### config.mk
export PLATFORM = sky130hd
export DESIGN_NAME = typed_event_ring_selective_pop_unit
export DESIGN_NICKNAME = d
export VERILOG_FILES = /design/src/rtl/terp_pkg.sv /design/src/rtl/terp_ram.sv /design/src/rtl/typed_event_ring_selective_pop_unit.sv
export SDC_FILE = /design/constraint.sdc
export NUM_CORES = 1
export LEC_CHECK = 0
export BUFFER_PORTS_ARGS = -buffer_cell sky130_fd_sc_hd__buf_2
export CORE_MARGIN = 10
export CORE_UTILIZATION = 45
export CTS_BUF_LIST = sky130_fd_sc_hd__clkbuf_4 sky130_fd_sc_hd__clkbuf_8 sky130_fd_sc_hd__clkbuf_16
export CTS_CLUSTER_DIAMETER = 30
export CTS_CLUSTER_SIZE = 24
export DETAILED_ROUTE_END_ITERATION = 12
export PLACE_DENSITY = 0.67
export SYNTH_ARGS = -nofsm -noshare
export SYNTH_HDL_FRONTEND = slang
export SYNTH_SLANG_ARGS = --single-unit
### constraint.sdc
create_clock -name i_clk -period 9.5 [get_ports i_clk]
set_input_delay 0.95 -clock i_clk [delete_from_list [all_inputs] [get_ports i_clk]]
set_output_delay 0.95 -clock i_clk [all_outputs]
set_load 0.01 [all_outputs]
### src/rtl/terp_pkg.sv
// package for the typed event ring with selective pop
// holds the action codes, field widths and sequencer state type; no dependencies
`default_nettype none

package terp_pkg;

    // fixed field widths of the ports
    localparam int unsigned ACTION_W  = 2;
    localparam int unsigned TYPE_W    = 4;
    localparam int unsigned WORD_W    = 32;
    localparam int unsigned OCC_W     = 4;

    // action codes
    localparam logic [ACTION_W-1:0] ACT_PUSH  = 2'd0;
    localparam logic [ACTION_W-1:0] ACT_POP   = 2'd1;
    localparam logic [ACTION_W-1:0] ACT_QUERY = 2'd2;

    // event type that means no event
    localparam logic [TYPE_W-1:0] TYPE_NONE = 4'd0;

    // sequencer states
    typedef enum logic [2:0] {
        ST_IDLE,
        ST_PUSH,
        ST_SCAN_RD,
        ST_SCAN_CMP,
        ST_SHIFT_RD,
        ST_SHIFT_WR,
        ST_CLOSE,
        ST_FINISH
    } t_state;

endpackage

`default_nettype wire

### src/rtl/terp_ram.sv
// generic single write port, single read port ram with registered read data
// no dependencies
`default_nettype none

module terp_ram #(
    parameter int unsigned WIDTH = 36,
    parameter int unsigned DEPTH = 8
) (
    input  wire logic                     i_clk,
    input  wire logic                     i_we,
    input  wire logic [$clog2(DEPTH)-1:0] i_waddr,
    input  wire logic [WIDTH-1:0]         i_wdata,
    input  wire logic [$clog2(DEPTH)-1:0] i_raddr,
    output logic      [WIDTH-1:0]         o_rdata
);

    logic [WIDTH-1:0] r_mem [DEPTH];
    logic [WIDTH-1:0] r_rdata;

    // write port and registered read port
    always_ff @(posedge i_clk) begin
        if (i_we) begin
            r_mem[i_waddr] <= i_wdata;
        end
        r_rdata <= r_mem[i_raddr];
    end

    assign o_rdata = r_rdata;

endmodule

`default_nettype wire

### src/rtl/typed_event_ring_selective_pop_unit.sv
// top level of the typed event ring with selective pop
// uses terp_pkg for codes and states and terp_ram for the entry store
`default_nettype none

// Ring of DEPTH typed events held in one ram (type code and payload per entry).
// A push of a non-none type writes after the newest entry and overwrites the oldest
// when full, counting overwrites with saturation. A pop scans from the oldest entry for
// the requested type, returns its payload and moves every later entry one place down; a
// query only scans. One word is worked on at a time and o_ready is low while it is.
// Entries are read one at a time over the single ram read port and its registered
// read, so each compare or shift write state follows its own read state.
// The result sits in an output register, so the next word is taken while it waits.
// The store needs no clearing pass: only held entries are read.
module typed_event_ring_selective_pop_unit #(
    parameter int unsigned DEPTH         = 8,
    parameter int unsigned PAYLOAD_WIDTH = 32
) (
    input  wire logic                                i_clk,
    input  wire logic                                i_rst_n,
    input  wire logic                                i_valid,
    output logic                                     o_ready,
    input  wire logic [terp_pkg::ACTION_W-1:0]       i_action,
    input  wire logic [terp_pkg::TYPE_W-1:0]         i_event_type,
    input  wire logic [terp_pkg::WORD_W-1:0]         i_payload,
    output logic                                     o_valid,
    input  wire logic                                i_ready,
    output logic                                     o_found,
    output logic      [terp_pkg::WORD_W-1:0]         o_payload_out,
    output logic      [terp_pkg::OCC_W-1:0]          o_occupancy,
    output logic      [terp_pkg::WORD_W-1:0]         o_overflow_count
);

    import terp_pkg::*;

    localparam int unsigned AW  = $clog2(DEPTH);
    localparam int unsigned CW  = $clog2(DEPTH + 1);
    localparam int unsigned SW  = CW + 1;
    localparam int unsigned EW  = TYPE_W + PAYLOAD_WIDTH;
    localparam logic [SW-1:0] DEPTH_S = SW'(DEPTH);
    localparam logic [AW-1:0] LAST_SLOT = AW'(DEPTH - 1);

    // sequencer and ring state
    t_state              r_state, n_state;
    logic [ACTION_W-1:0] r_act, n_act;
    logic [TYPE_W-1:0]   r_kind, n_kind;
    logic [WORD_W-1:0]   r_data, n_data;
    logic [AW-1:0]       r_head, n_head;
    logic [CW-1:0]       r_count, n_count;
    logic [WORD_W-1:0]   r_total, n_total;
    logic [CW-1:0]       r_idx, n_idx;
    logic                r_found, n_found;
    logic [WORD_W-1:0]   r_res, n_res;

    // output register
    logic                r_o_valid, n_o_valid;
    logic                r_o_found, n_o_found;
    logic [WORD_W-1:0]   r_o_payload, n_o_payload;
    logic [OCC_W-1:0]    r_o_occ, n_o_occ;
    logic [WORD_W-1:0]   r_o_ovf, n_o_ovf;

    // shared slot unit and ram ports
    logic [CW-1:0]       w_offset;
    logic [SW-1:0]       w_sum;
    logic [SW-1:0]       w_wrap;
    logic [AW-1:0]       w_slot;
    logic [SW-1:0]       w_idx_p1;
    logic [SW-1:0]       w_idx_p2;
    logic                ram_we;
    logic [EW-1:0]       ram_wdata;
    logic [EW-1:0]       ram_rdata;
    logic [TYPE_W-1:0]   w_rd_type;
    logic [WORD_W-1:0]   w_rd_word;

    terp_ram #(
        .WIDTH (EW),
        .DEPTH (DEPTH)
    ) u_store (
        .i_clk   (i_clk),
        .i_we    (ram_we),
        .i_waddr (w_slot),
        .i_wdata (ram_wdata),
        .i_raddr (w_slot),
        .o_rdata (ram_rdata)
    );

    assign w_rd_type = ram_rdata[EW-1 -: TYPE_W];
    assign w_rd_word = WORD_W'(ram_rdata[PAYLOAD_WIDTH-1:0]);
    assign w_idx_p1  = SW'(r_idx) + SW'(1);
    assign w_idx_p2  = SW'(r_idx) + SW'(2);

    // offset select for the shared slot unit
    always_comb begin
        unique case (r_state)
            ST_PUSH:     w_offset = r_count;
            ST_SHIFT_RD: w_offset = w_idx_p1[CW-1:0];
            default:     w_offset = r_idx;
        endcase
    end

    // slot = (head + offset) mod depth, offset never above depth
    assign w_sum  = SW'(r_head) + SW'(w_offset);
    assign w_wrap = (w_sum >= DEPTH_S) ? (w_sum - DEPTH_S) : w_sum;
    assign w_slot = w_wrap[AW-1:0];

    // state register
    always_ff @(posedge i_clk) begin
        if (!i_rst_n) begin
            r_state   <= ST_IDLE;
            r_head    <= '0;
            r_count   <= '0;
            r_total   <= '0;
            r_o_valid <= 1'b0;
        end else begin
            r_state   <= n_state;
            r_head    <= n_head;
            r_count   <= n_count;
            r_total   <= n_total;
            r_o_valid <= n_o_valid;
        end
    end

    // working and result payload registers
    always_ff @(posedge i_clk) begin
        r_act       <= n_act;
        r_kind      <= n_kind;
        r_data      <= n_data;
        r_idx       <= n_idx;
        r_found     <= n_found;
        r_res       <= n_res;
        r_o_found   <= n_o_found;
        r_o_payload <= n_o_payload;
        r_o_occ     <= n_o_occ;
        r_o_ovf     <= n_o_ovf;
    end

    // next state and datapath control
    always_comb begin
        n_state     = r_state;
        n_act       = r_act;
        n_kind      = r_kind;
        n_data      = r_data;
        n_head      = r_head;
        n_count     = r_count;
        n_total     = r_total;
        n_idx       = r_idx;
        n_found     = r_found;
        n_res       = r_res;
        n_o_valid   = r_o_valid & ~i_ready;
        n_o_found   = r_o_found;
        n_o_payload = r_o_payload;
        n_o_occ     = r_o_occ;
        n_o_ovf     = r_o_ovf;
        ram_we      = 1'b0;
        ram_wdata   = ram_rdata;

        unique case (r_state)
            ST_IDLE: begin
                if (i_valid) begin
                    n_act   = i_action;
                    n_kind  = i_event_type;
                    n_data  = i_payload;
                    n_idx   = '0;
                    n_found = 1'b0;
                    n_res   = '0;
                    if (i_action == ACT_PUSH && i_event_type != TYPE_NONE) begin
                        n_state = ST_PUSH;
                    end else if ((i_action == ACT_POP || i_action == ACT_QUERY)
                                 && r_count != '0) begin
                        n_state = ST_SCAN_RD;
                    end else begin
                        n_state = ST_FINISH;
                    end
                end
            end
            ST_PUSH: begin
                // write after the newest entry, drop the oldest when full
                ram_we    = 1'b1;
                ram_wdata = {r_kind, PAYLOAD_WIDTH'(r_data)};
                if (SW'(r_count) < DEPTH_S) begin
                    n_count = r_count + CW'(1);
                end else begin
                    n_head = (r_head == LAST_SLOT) ? '0 : r_head + AW'(1);
                    if (r_total != '1) begin
                        n_total = r_total + WORD_W'(1);
                    end
                end
                n_state = ST_FINISH;
            end
            ST_SCAN_RD: begin
                n_state = ST_SCAN_CMP;
            end
            ST_SCAN_CMP: begin
                // ram data is the entry at offset idx
                if (w_rd_type == r_kind) begin
                    n_found = 1'b1;
                    if (r_act == ACT_POP) begin
                        n_res = w_rd_word;
                        if (w_idx_p1 < SW'(r_count)) begin
                            n_state = ST_SHIFT_RD;
                        end else begin
                            n_state = ST_CLOSE;
                        end
                    end else begin
                        n_state = ST_FINISH;
                    end
                end else if (w_idx_p1 < SW'(r_count)) begin
                    n_idx   = w_idx_p1[CW-1:0];
                    n_state = ST_SCAN_RD;
                end else begin
                    n_state = ST_FINISH;
                end
            end
            ST_SHIFT_RD: begin
                n_state = ST_SHIFT_WR;
            end
            ST_SHIFT_WR: begin
                // move the entry at idx+1 down to idx
                ram_we    = 1'b1;
                ram_wdata = ram_rdata;
                n_idx     = w_idx_p1[CW-1:0];
                if (w_idx_p2 < SW'(r_count)) begin
                    n_state = ST_SHIFT_RD;
                end else begin
                    n_state = ST_CLOSE;
                end
            end
            ST_CLOSE: begin
                // one entry removed, head back to slot zero once empty
                n_count = r_count - CW'(1);
                if (r_count == CW'(1)) begin
                    n_head = '0;
                end
                n_state = ST_FINISH;
            end
            ST_FINISH: begin
                if (!r_o_valid || i_ready) begin
                    n_o_valid   = 1'b1;
                    n_o_found   = r_found;
                    n_o_payload = r_res;
                    n_o_occ     = OCC_W'(r_count);
                    n_o_ovf     = r_total;
                    n_state     = ST_IDLE;
                end
            end
            default: begin
                n_state = ST_IDLE;
            end
        endcase
    end

    assign o_ready          = (r_state == ST_IDLE);
    assign o_valid          = r_o_valid;
    assign o_found          = r_o_found;
    assign o_payload_out    = r_o_payload;
    assign o_occupancy      = r_o_occ;
    assign o_overflow_count = r_o_ovf;

`ifndef ASSERT_OFF
    // occupancy never exceeds the ring depth
    a_count_range: assert property (@(posedge i_clk) disable iff (!i_rst_n)
        SW'(r_count) <= DEPTH_S)
        else $error("held count above depth");

    // an empty ring always has its head at slot zero
    a_empty_head: assert property (@(posedge i_clk) disable iff (!i_rst_n)
        (r_count == '0) |-> (r_head == '0))
        else $error("empty ring with nonzero head");

    // the store is written only by a push or a shift step
    a_write_state: assert property (@(posedge i_clk) disable iff (!i_rst_n)
        ram_we |-> (r_state == ST_PUSH || r_state == ST_SHIFT_WR))
        else $error("store written outside push or shift");

    // a scan compare only looks at held entries
    a_scan_held: assert property (@(posedge i_clk) disable iff (!i_rst_n)
        (r_state == ST_SCAN_CMP || r_state == ST_SHIFT_WR) |-> (r_idx < r_count))
        else $error("scan index beyond held entries");

    // the overwrite count never goes down outside reset
    a_total_mono: assert property (@(posedge i_clk)
        (i_rst_n && $past(i_rst_n)) |-> (r_total >= $past(r_total)))
        else $error("overwrite count decreased");
`endif

endmodule

`default_nettype wire

* After elaboration in Yosys (flattened, before gate mapping)
Memories as Yosys holds them, arrays and structs flattened. A register that Yosys moved wholly into a read port is not among the register bits. Cells that the tools add are included.
Word-level totals: flip-flop bits (word level) 187, memory bits (writable) 288, input bits 42, output and inout bits 71, memories 1
Operators by class: add/sub/neg operators 8, magnitude comparators 4, eq/ne operators 23, muxes and demuxes 35, bitwise logic cells 3, reductions and logical operators 23
Memory list:
- u_store.r_mem | depth 8, bits a word 36, rd ports 1, clocked after Yosys merged registers in 1, wr ports 1, RTL line terp_ram.sv:17 | logic [WIDTH-1:0] r_mem [DEPTH];
Operators by type and width (count):
- $mux 32 | 3
- $pmux 32 s2 | 1
- $mux 36 | 1
- $mux 3 | 11
- $add 32x1->32 const B | 1
- $ne 32x32->1 const B | 1
- $pmux 3 s7 | 1
- $ne 2x2->1 const B | 9
- $mux 4 | 4
- $pmux 4 s2 | 2
- $eq 3x3->1 const B | 5
- $pmux 4 s3 | 1
- $lt 5x4->1 | 2
- $reduce_and 3->1 | 3
- $reduce_and 2->1 | 4
- $reduce_and 4->1 | 2
- $reduce_bool 4->1 | 2
- $mux 1 | 7
- $eq 3x2->1 const B | 2
- $pmux 3 s2 | 1
- $add 3x4->5 | 1
- $add 4x1->5 const B | 1
- $add 4x2->5 const B | 1
- $ge 5x4->1 const B | 1
- other kinds (22) | 29

* Depth between registers and ports, before layout
Gate-level depths: netlist (run 1).
depth in word-level cells 7, gate-level depth with buffers 18, gate-level depth less buffers 13

* Hierarchy
Synthesis (run 1) repeated with hierarchy kept, for this count alone.
Unflattened totals: cells, all modules 1050, area, all modules 19730.2 µm²
By module, submodules not included:
- terp_ram | instances 1, cells an instance 465, area each 11862.6 µm², sequential area each 9369.0 µm²
- typed_event_ring_selective_pop_unit | instances 1, cells an instance 585, area each 7867.5 µm², sequential area each 5185.0 µm²

* Worst setup path after synthesis (run 1)
Ideal clock, no wire load.
path type register to register, start point reg r_state[1], end point mem u_store.r_mem[5][0], enable pin, arrival time 5312 ps, data required time 9026 ps, path slack 3713 ps, cell stages (with the launch flop) 17, path through dfxtp_1 buf_2 inv_1 nand2_1 clkbuf_1 o22a_1 o22ai_1 a21oi_1 ha_1 inv_1 fa_1 xnor2_1 or3_4 buf_2 clkbuf_1 and2_1 nor3_1
Between the ends: word-level cells in the longest chain between the ends 5, elaborated cells on any way between the ends 12, classes of those cells add/sub (2); order compare (1); eq/ne (3); mux (5); reduce/logical (1)
RTL lines:
- from (decl) | RTL line typed_event_ring_selective_pop_unit.sv:43 | t_state r_state, n_state;
- from (signal assigned) | RTL line typed_event_ring_selective_pop_unit.sv:114 | r_state <= n_state;
- $eq 3x3->1, or another cell as far along | RTL line typed_event_ring_selective_pop_unit.sv:93 | unique case (r_state)
- $pmux 4 s2 / $reduce_or 2->1 (equally long branches)
- $add 3x4->5 / $mux 1 (equally long branches) | RTL line typed_event_ring_selective_pop_unit.sv:101, typed_event_ring_selective_pop_unit.sv:156
- $ge 5x4->1, or another cell as far along | RTL line typed_event_ring_selective_pop_unit.sv:102 | assign w_wrap = (w_sum >= DEPTH_S) ? (w_sum - DEPTH_S) : w_sum;
- $mux 3 / $mux 1 (equally long branches) | RTL line typed_event_ring_selective_pop_unit.sv:102, terp_ram.sv:23
- to (decl) | RTL line terp_ram.sv:17
Several ways; a longest one is shown, not always the timed one.

* Worst setup path in the final report (run 1)
start point reg r_state[1], end point reg u_store.r_rdata[18], in the netlist u_store.o_rdata[18], read port of u_store.r_mem
Between the ends: word-level cells in the longest chain between the ends 5, elaborated cells on any way between the ends 7, classes of those cells add/sub (2); order compare (1); eq/ne (2); mux (2)
RTL lines:
- $eq 3x3->1 / $eq 3x1->1 (equally long branches) | RTL line typed_event_ring_selective_pop_unit.sv:93
- $pmux 4 s2 (*) | RTL line typed_event_ring_selective_pop_unit.sv:93
- $add 3x4->5 (*) | RTL line typed_event_ring_selective_pop_unit.sv:101 | assign w_sum = SW'(r_head) + SW'(w_offset);
- $ge 5x4->1 / $sub 3x1->3 (equally long branches) | RTL line typed_event_ring_selective_pop_unit.sv:102
- $mux 3 (*) | RTL line typed_event_ring_selective_pop_unit.sv:102
- to (decl) | RTL line terp_ram.sv:18 | logic [WIDTH-1:0] r_rdata;
Every way passes the cells marked *; elsewhere a longest branch is shown, timed or not. A chain may end at the register's enable or synchronous reset.

==> reports/qor.txt, run 1 <==
Sw Share: 0.325
Post-synth EDFFs: 432
clock power share: 0.364
total gr overflow: 0
FF-to-FF End: u_store.o_rdata[18]
WL/cell: 20.4 um
area delta synth->final: 23.2%
antenna viol nets, final: 0
hold depth: 0
Initial DRC Count: 771
via count: 11621
clk_skew: 0.0266 ns
MaxCap Viol Count: 0
outcome: finished clean
Rows: 76
Cell Count, Final, Fillers Out: 2115
Comb power frac: 0.270
die width: 229 um
core footprint: 43100 um^2
DR DRC count: 0
WP buf/inv: 3
Int Power: 6300 uW
Top-Level Pins: 113
Die Ht: 229 um
Setup crit start kind: register
Critical Path Stages: 14
leak pwr: 0.00852 uW
clk_lat worst skew: 0.63 ns
Num CTS Buffers: 97
port bufs: 112
gp weighted congestion: 0.824
routed vias/inst: 5.49
PnR worst setup slack: 4.07 ns
YS warnings: 0
crit-path max cell delay: 1.00 ns
crit path max fanout: 116
worst min-delay path class: register to register
actual slew at the worst max-slew pin: 1.28 ns
Final setup viols: 0
delay-heaviest family, CP: simple AND/OR/NAND/NOR gates
Fillers: 3313
Post-Synth XOR/XNOR Area: 0.0152
CP Class: register to register
sequential-to-total area share from yosys stat: 0.741
TritonCTS clock tree: built
layout cells sized above 1: 0.244
R2R cell count: 14
syn_nets: 1349
worst reg2reg path startpoint: r_state[1]
GR Util All Layers: 0.162
max frequency: 184 MHz
Unique masters post-synth: 57
Diodes inserted: 0
crit path cell chain: inv_1 > nand2_1 > o22a_1 > o22ai_1 > a21oi_1 > ha_1 > inv_1 > fa_1 > xnor2_1 > or3_4 > nand2_4 > buf_4 > a211oi_1 > nor4_1
CTS max path bufs: 3
switching power: 3040 uW
unrepaired setup endpoints after global routing: false
Reg area: 14600 um^2
hold endpoint: o_payload_out[29]
post-synthesis compound-gate area fraction: 0.0752
clk root buf: clkbuf_16
Final Hold Vio Count: 0
first-pass GRT wire length: 67.7 mm
Adder-Cell Fraction of Synth Area: 0.0112
ys flop type: edfxtp_1
register bit total from synthesis: 511
post-layout minimum cycle time: 5.43 ns
DP Area: 20800 um^2
vias in the first global route: 12057
initial antenna violation count: 0
PwrDens: 386 nW/um^2
crit end category: register
Detail Placement HPWL: 23.8 mm
Clk pin slew, worst setup/hold paths: 0.05 ns
post-layout util: 0.562
Synth Cell Area: 19600 um^2
CP max-delay cell: buf_4
Cell Count Post-Placement: 1933
H-tree Lvls: 3
hold_sp: r_res[29]
VDD IR max: 0.000319 V
Setup TNS Final: 0 ns
pre-CTS setup slack: 4.11 ns
Reg2Reg Setup Slack: 4.07 ns
period utilisation layout: 0.571
clk sinks: 511
initial cell density of the core: 0.456
Worst Path Arrival: 5.92 ns
main combinational cell family by area after synthesis: simple AND/OR/NAND/NOR gates
largest net degree at the start of global routing: 145
asr flop ratio synth: 0
Flop pwr share: 0.365
DR pass1 iterations: 5
setup repair bufs after CTS: 0
Net count, final: 1506
Layout Cell Area excl Fill: 24200 um^2
syn avg cell area: 15.2 um^2
footprint of the multi-input gates: 4710 um^2
Max Slew Vio Count: 0
post-CTS sizing: 0
Simple-Gate Fraction of Synth Area: 0.112
CP most frequent cell: inv_1
Post-CTS Hold Buffers: 0
Worst EP required: 9.99 ns
mux cell area share after synthesis: 0.0211
Syn Inst Count: 1290
Die ar.: 52400 um^2
Slew HR: 0.149
final wirelength: 43.2 mm
==> flip-flops by register name, indices dropped and copies added, names as in the netlist, 2 cells and up <==
signal and cells:
u_store.r_mem 288, u_store.o_rdata 36, o_overflow_count 32, o_payload_out 32
r_data 32, r_res 32, r_total 32, o_occupancy 4
r_count 4, r_idx 4, r_kind 4, r_head 3
r_state 3, r_act 2
==> through the flow <==
step | hold WS, ns | power, uW
floorplan | 0.400 | 5250
finish | 0.414 | 9340
global placement | 0.404 | 5880
CTS | 0.416 | 9420
global route | 0.426 | 9810
detailed placement | 0.405 | 5970
==> worst register-to-register path, stage by stage (launching register included) <==
cell and delay [ns]:
dfxtp_1 0.70, inv_1 0.30, nand2_1 0.51, o22a_1 0.24, o22ai_1 0.07, a21oi_1 0.16, ha_1 0.16, inv_1 0.04
fa_1 0.37, xnor2_1 0.18, or3_4 0.53, nand2_4 0.38, buf_4 1.00, a211oi_1 0.26, nor4_1 0.41
==> worst max path at each step <==
stage	endpoint	slack (ns)	from
6_report	u_store.o_rdata[18]	4.07	r_state[1]
5_1_grt	u_store.r_mem[1][12]	3.66	r_state[1]
4_1_cts	u_store.r_mem[1][15]	4.06	r_state[1]
3_5_place_dp	u_store.r_mem[1][13]	4.11	r_state[1]
3_3_place_gp	u_store.r_mem[1][13]	4.30	r_state[1]
2_1_floorplan	u_store.r_mem[5][0]	3.71	r_state[1]
==> power by group through the flow <==
stage | Combinational [uW] | Sequential (uW) | Clock (uW)
after global placement | 2440 | 3440 | 0
after global routing | 2770 | 3450 | 3580
after detailed placement | 2530 | 3450 | 0
final | 2530 | 3410 | 3400
after CTS | 2550 | 3410 | 3450
after floorplan | 1860 | 3390 | 0
==> synth_stat cells, drive strengths merged (6+ instances only) <==
master | count | area [um^2]
nor3 | 18 | 90.1
nand2 | 23 | 93.8
nand3 | 18 | 90.1
clkbuf | 57 | 214
buf | 25 | 183
xnor2 | 15 | 131
and2 | 35 | 219
mux2 | 36 | 405
xor2 | 19 | 166
ha | 16 | 200
and3 | 149 | 932
nor4 | 43 | 275
o21ai | 18 | 90.1
inv | 20 | 75.1
dfxtp | 79 | 1580
nand4 | 14 | 87.6
or2 | 6 | 37.5
a21oi | 18 | 90.1
or3 | 8 | 55.1
edfxtp | 432 | 13000
nor2 | 47 | 176
a211oi | 147 | 1100
==> kinds of logic (layout without fill, tap and decap cells) <==
group,Yosys count,after routing
adder cells (fa/ha/maj),17,17
multiplexers,37,37
AND/OR/NAND/NOR,381,381
XOR/XNOR,34,34
buffers and inverters,102,342
AO/OA/AOI/OAI,208,208
flip-flops,511,511
==> cells in the final DEF, fill, tap and decap left out, types with 4 or more instances in the layout <==
master and count:
edfxtp_1 432, and3_1 149, a211oi_1 147, buf_2 112
clkbuf_16 97, dfxtp_1 79, nor2_1 43, nor4_1 42
mux2_2 36, and2_1 34, buf_4 28, nand2_1 21
inv_1 20, xor2_1 19, nand3_1 18, a21oi_1 18
o21ai_0 17, ha_1 16, clkinv_2 16, xnor2_1 15
nand4_1 14, clkinv_4 13, clkinvlp_4 11, bufinv_16 11
nor3_1 10, clkinv_1 10, clkbuf_4 9, nor3_2 8
or3_1 7, or2_2 6, inv_6 6, nor2b_1 5
a31oi_1 5, nor2_4 4
==> routing by layer <==
| layer | up-vias | part of all wire | track usage |
|---|---|---|---|
| met1 | 5757 | 0.44 | 0.207 |
| met4 | 0 | 0.027 | 0.0718 |
| li1 | 5397 | - | - |
| met2 | 367 | 0.48 | 0.259 |
| met3 | 100 | 0.059 | 0.0375 |
| met5 | - | 0 | 0 |
==> area by class of cell <==
type,count,area share
clock inverters,73,0.0337
well taps,585,0.0303
repair buffers,140,0.0319
multi-input cells,677,0.195
clock buffers,109,0.105
flip-flops and latches,511,0.602
inverters,20,0.00310
Power figures use the tool's default switching activity.
==> run 2, diff against run 1 <==
- PLACE_DENSITY: 0.67 -> 0.69
- clock period: 9.5 -> 4.85 ns (I/O delays scaled with it)
==> reports/qor.txt, run 2 (synthesis gave the netlist of run 1 again) <==
outcome: finished clean
routed wl met2: 21.7 mm
Slew HR: 0.259
VDD IR max: 0.000599 V
gp weighted congestion: 0.825
crit-path max cell delay: 0.70 ns
Die Ht: 229 um
Comb power frac: 0.274
layout cells sized above 1: 0.248
Rows: 76
clk sinks: 511
crit path cell chain: nand2_1 > buf_4 > o22a_1 > o22ai_1 > a21oi_1 > ha_1 > inv_1 > fa_1 > xnor2_1 > or3_4 > nand2_4 > buf_4 > a211oi_1 > nor4_1
hold depth: 1
worst min-delay path class: primary input to register
Max Slew Vio Count: 0
Top-Level Pins: 113
Die ar.: 52400 um^2
die width: 229 um
delay-heaviest family, CP: simple AND/OR/NAND/NOR gates
most frequent cells in the layout: edfxtp_1 (432), and3_1 (149), a211oi_1 (147), buf_2 (112), clkbuf_16 (99)
CP Class: register to register
routed vias/inst: 5.55
Reg2Reg Setup Slack: 1.03 ns
CP max-delay cell: dfxtp_1
M1 WL: 19.3 mm
total gr overflow: 0
clk_lat worst skew: 0.61 ns
clock power share: 0.367
WL/cell: 20.9 um
setup repair bufs after CTS: 0
Cell Count, Final, Fillers Out: 2124
crit path max fanout: 60
GR Util All Layers: 0.168
Sw Share: 0.324
Initial DRC Count: 1071
hold_sp: i_payload[16]
CP most frequent cell: buf_4
Total Power: 18600 uW
Worst Path Arrival: 4.32 ns
largest net degree at the start of global routing: 145
clk root buf: clkbuf_16
Final setup viols: 0
Flop pwr share: 0.359
unrepaired setup endpoints after global routing: false
max reg flops: 288
Clk pin slew, worst setup/hold paths: 0.05 ns
CTS max path bufs: 3
hold endpoint: r_data[16]
Max Used Layer: met4
initial antenna violation count: 0
antenna viol nets, final: 0
Detail Placement HPWL: 24.8 mm
Net count, final: 1514
Num CTS Buffers: 97
Post-CTS Hold Buffers: 0
first-pass GRT wire length: 70.2 mm
Int Power: 12600 uW
period utilisation layout: 0.787
Cell Count Post-Placement: 1941
via count: 11795
leak pwr: 0.00861 uW
Diodes inserted: 0
post-CTS sizing: 0
clk_skew: 0.0317 ns
WP buf/inv: 3
DR DRC count: 0
Final Hold Vio Count: 0
actual slew at the worst max-slew pin: 1.11 ns
R2R cell count: 14
commonest non-fill, non-tap cell in the layout: edfxtp_1
worst reg2reg path startpoint: r_state[0]
pre-CTS setup slack: 1.07 ns
post-layout util: 0.565
routed wire length on met3: 2.70 mm
DR pass1 iterations: 5
Reg with most FFs: u_store.r_mem
initial cell density of the core: 0.456
vias in the first global route: 12202
PwrDens: 765 nW/um^2
port bufs: 112
final wirelength: 44.4 mm
Setup crit start kind: register
FF-to-FF End: u_store.o_rdata[22]
post-layout minimum cycle time: 3.82 ns
Worst EP required: 5.35 ns
core footprint: 43100 um^2
max frequency: 262 MHz
crit end category: register
Critical Path Stages: 14
TritonCTS clock tree: built
Fillers: 3324
MaxCap Viol Count: 0
PnR worst setup slack: 1.03 ns
area delta synth->final: 23.9%
switching power: 6030 uW
H-tree Lvls: 3
## run 2: power by group through the flow
stage          registers, uW  logic (uW)  clock network, uW
2_1_floorplan           6640        3640                  0
3_3_place_gp            6730        4910                  0
3_5_place_dp            6730        5070                  0
4_1_cts                 6680        5120               6930
5_1_grt                 6760        5620               7180
6_report                6680        5110               6840
## run 2: layer usage
layer / global-route usage / vias to the layer above
met5: 0 / -
met4: 0.0548 / 0
met3: 0.0410 / 67
met2: 0.275 / 418
met1: 0.217 / 5877
li1: - / 5433
## run 2: worst register-to-register path, cell delays in order, from the launching register on
cell	delay (ns)
dfxtp_1	0.70
nand2_1	0.21
buf_4	0.24
o22a_1	0.18
o22ai_1	0.14
a21oi_1	0.07
ha_1	0.21
inv_1	0.06
fa_1	0.18
xnor2_1	0.13
or3_4	0.39
nand2_4	0.15
buf_4	0.53
a211oi_1	0.22
nor4_1	0.30
## run 2: through the flow
stage	cell area, um^2	setup TNS [ns]	hold slack [ns]
4_1_cts	24300	0	0.0132
6_report	24300	0	0.0438
3_5_place_dp	20900	0	0.405
5_1_grt	24300	0	0.00732
3_3_place_gp	20900	0	0.406
2_1_floorplan	19600	-246.95	0.400
## run 2: worst max path at each step
stage	endpoint	startpoint	slack, ns
floorplan	u_store.r_mem[5][0]	r_state[1]	-0.94
global placement	u_store.o_rdata[33]	r_state[0]	1.23
detailed placement	u_store.o_rdata[31]	r_state[0]	1.07
CTS	u_store.o_rdata[31]	r_state[0]	1.06
global route	u_store.o_rdata[26]	r_state[0]	0.64
finish	u_store.o_rdata[22]	r_state[0]	1.03
## run 2: cell type report
type	instances	area, um^2	area share
flip-flops and latches	511	14600	0.598
multi-input cells	677	4700	0.193
clock buffers	112	2590	0.106
repair buffers	148	868	0.0357
clock inverters	71	828	0.0340
well taps	585	732	0.0301
inverters	20	75.1	0.00308
==> run 3, diff against run 2 <==
- clock period: 4.85 -> 3.1 ns (I/O delays scaled with it)
==> reports/qor.txt, run 3 (synthesis gave the netlist of run 1 again) <==
Critical Path Stages: 13
Clk pin slew, worst setup/hold paths: 0.05 ns
TritonCTS clock tree: built
total gr overflow: 0
clk sinks: 511
initial antenna violation count: 0
Die ar.: 52400 um^2
pre-CTS setup slack: -0.110 ns
WP buf/inv: 2
R2R cell count: 13
most frequent cells in the layout: edfxtp_1 (432), and3_1 (149), clkbuf_16 (122), a211oi_1 (120), buf_2 (112)
layout cells sized above 1: 0.309
hold_sp: i_ready
routed vias/inst: 5.68
largest net degree at the start of global routing: 74
delay-heaviest family, CP: simple AND/OR/NAND/NOR gates
post-layout minimum cycle time: 3.19 ns
Final Hold Vio Count: 0
Setup crit start kind: register
DR pass1 iterations: 6
worst min-delay path class: primary input to register
Reg2Reg Setup Slack: -0.09 ns
vias in the first global route: 12511
hold depth: 3
Final setup viols: 105
commonest non-fill, non-tap cell in the layout: edfxtp_1
crit-path max cell delay: 0.43 ns
clk_skew: 0.0382 ns
clk root buf: clkbuf_16
crit path max fanout: 68
FF-to-FF End: u_store.o_rdata[6]
Top-Level Pins: 113
Reg with most FFs: u_store.r_mem
unrepaired setup endpoints after global routing: true
CP most frequent cell: o21ai_1
die width: 229 um
Layout Cell Area excl Fill: 26600 um^2
max reg flops: 288
CP max-delay cell: or3_4
Net count, final: 1641
Initial DRC Count: 1571
WL/cell: 23.1 um
worst reg2reg path startpoint: r_idx[0]
Slew HR: 0.547
via count: 12774
Worst Path Arrival: 3.74 ns
actual slew at the worst max-slew pin: 0.674 ns
initial cell density of the core: 0.456
Die Ht: 229 um
clk_lat worst skew: 0.65 ns
PnR worst setup slack: -0.0901 ns
H-tree Lvls: 3
Rows: 76
post-layout util: 0.619
MaxCap Viol Count: 0
VDD IR max: 0.000959 V
worst setup path startpoint: r_idx[0]
area delta synth->final: 35.6%
crit path cell chain: ha_1 > or3_1 > o211ai_1 > o21ai_1 > o21ai_1 > fa_2 > xnor2_4 > or3_4 > buf_12 > and3_1 > a211oi_1 > nor4_1 > buf_4
PwrDens: 1200 nW/um^2
final wirelength: 51.9 mm
port bufs: 112
first-pass GRT wire length: 70.2 mm
DP Area: 21600 um^2
Worst Hold Margin: 0.0608 ns
Detail Placement HPWL: 25.5 mm
gp weighted congestion: 0.834
Num CTS Buffers: 95
max frequency: 313 MHz
antenna viol nets, final: 0
core footprint: 43100 um^2
hold endpoint: o_valid
GR Util All Layers: 0.168
Max Slew Vio Count: 0
outcome: complete, but fails checks
Diodes inserted: 0
leak pwr: 0.00957 uW
CTS max path bufs: 3
crit end category: register
failing checks: negative setup slack
Worst EP required: 3.65 ns
period utilisation layout: 1.03
DR DRC count: 0
CP Class: register to register
-- run 3: cell types whose count changed in the layout (fill, tap and decap cells not counted), sizes merged --
| cell | change |
|---|---|
| buf | +63 |
| bufinv | -4 |
| clkbuf | +29 |
| clkinvlp | +5 |
| dlygate4sd3 | +39 |
| inv | -9 |
-- run 3: worst register-to-register path: cells and delay by family (launching register included) --
family / cells / cell delay, ns
and+or+nand+nor: 4 / 1.09
adders and majority gates: 2 / 0.59
AOI/OAI and AO/OA: 4 / 0.56
DFF: 1 / 0.41
buffers and inverters: 2 / 0.39
xor gates and xnor gates: 1 / 0.09
-- run 3: repair_timing --
action                                  4_1_cts  5_1_grt
endpoints found under the hold margin        40        0
cloned                                        0       34
endpoints found under the setup margin      266      320
pin swaps                                     4       21
hold buffers                                 39        0
setup buffers                                 4       16
gates resized for setup                       6       75
-- run 3: per-layer routing --
layer | vias to the layer above | GRT usage | routed length (um)
met5 | - | 0 | 0
met4 | 0 | 0.0677 | 1350
met3 | 108 | 0.0350 | 3770
met2 | 604 | 0.278 | 25900
met1 | 6370 | 0.212 | 20800
li1 | 5692 | - | -
-- run 3: area by class of cell --
class,instances,area (um^2)
fillers,2930,16400
flip-flops and latches,511,14600
multi-input cells,677,5010
repair buffers,277,2930
clock buffers,114,2560
clock inverters,63,782
well taps,585,732
inverters,20,77.6
-- run 3: power breakdown --
| group | switching, uW | leakage (uW) | internal, uW | total [uW] |
|---|---|---|---|---|
| Sequential | 501 | 0.00459 | 9910 | 10400 |
| Combinational | 6650 | 0.00338 | 4570 | 11200 |
| Clock | 3710 | 0.00160 | 6750 | 10500 |
| Total | 10900 | 0.00957 | 21200 | 32100 |
-- run 3: how the worst max path moves through the flow --
stage                      endpoint  slack [ns]
4_1_cts        u_store.r_mem[5][30]      -0.002
3_5_place_dp   u_store.r_mem[4][30]       -0.11
6_report         u_store.o_rdata[6]       -0.09
2_1_floorplan   u_store.r_mem[4][0]       -0.75
5_1_grt          u_store.o_rdata[6]       -0.26
3_3_place_gp   u_store.r_mem[4][17]       -0.05
-- run 3: metrics by stage --
stage / std cells / power, uW / setup TNS (ns)
finish: 2247 / 32100 / -3.77
global route: 2247 / 33300 / -24.49
CTS: 2198 / 30200 / -0.00162
detailed placement: 1978 / 19600 / -9.42
global placement: 1978 / 19400 / -1.88
floorplan: 1290 / 16300 / -208.95
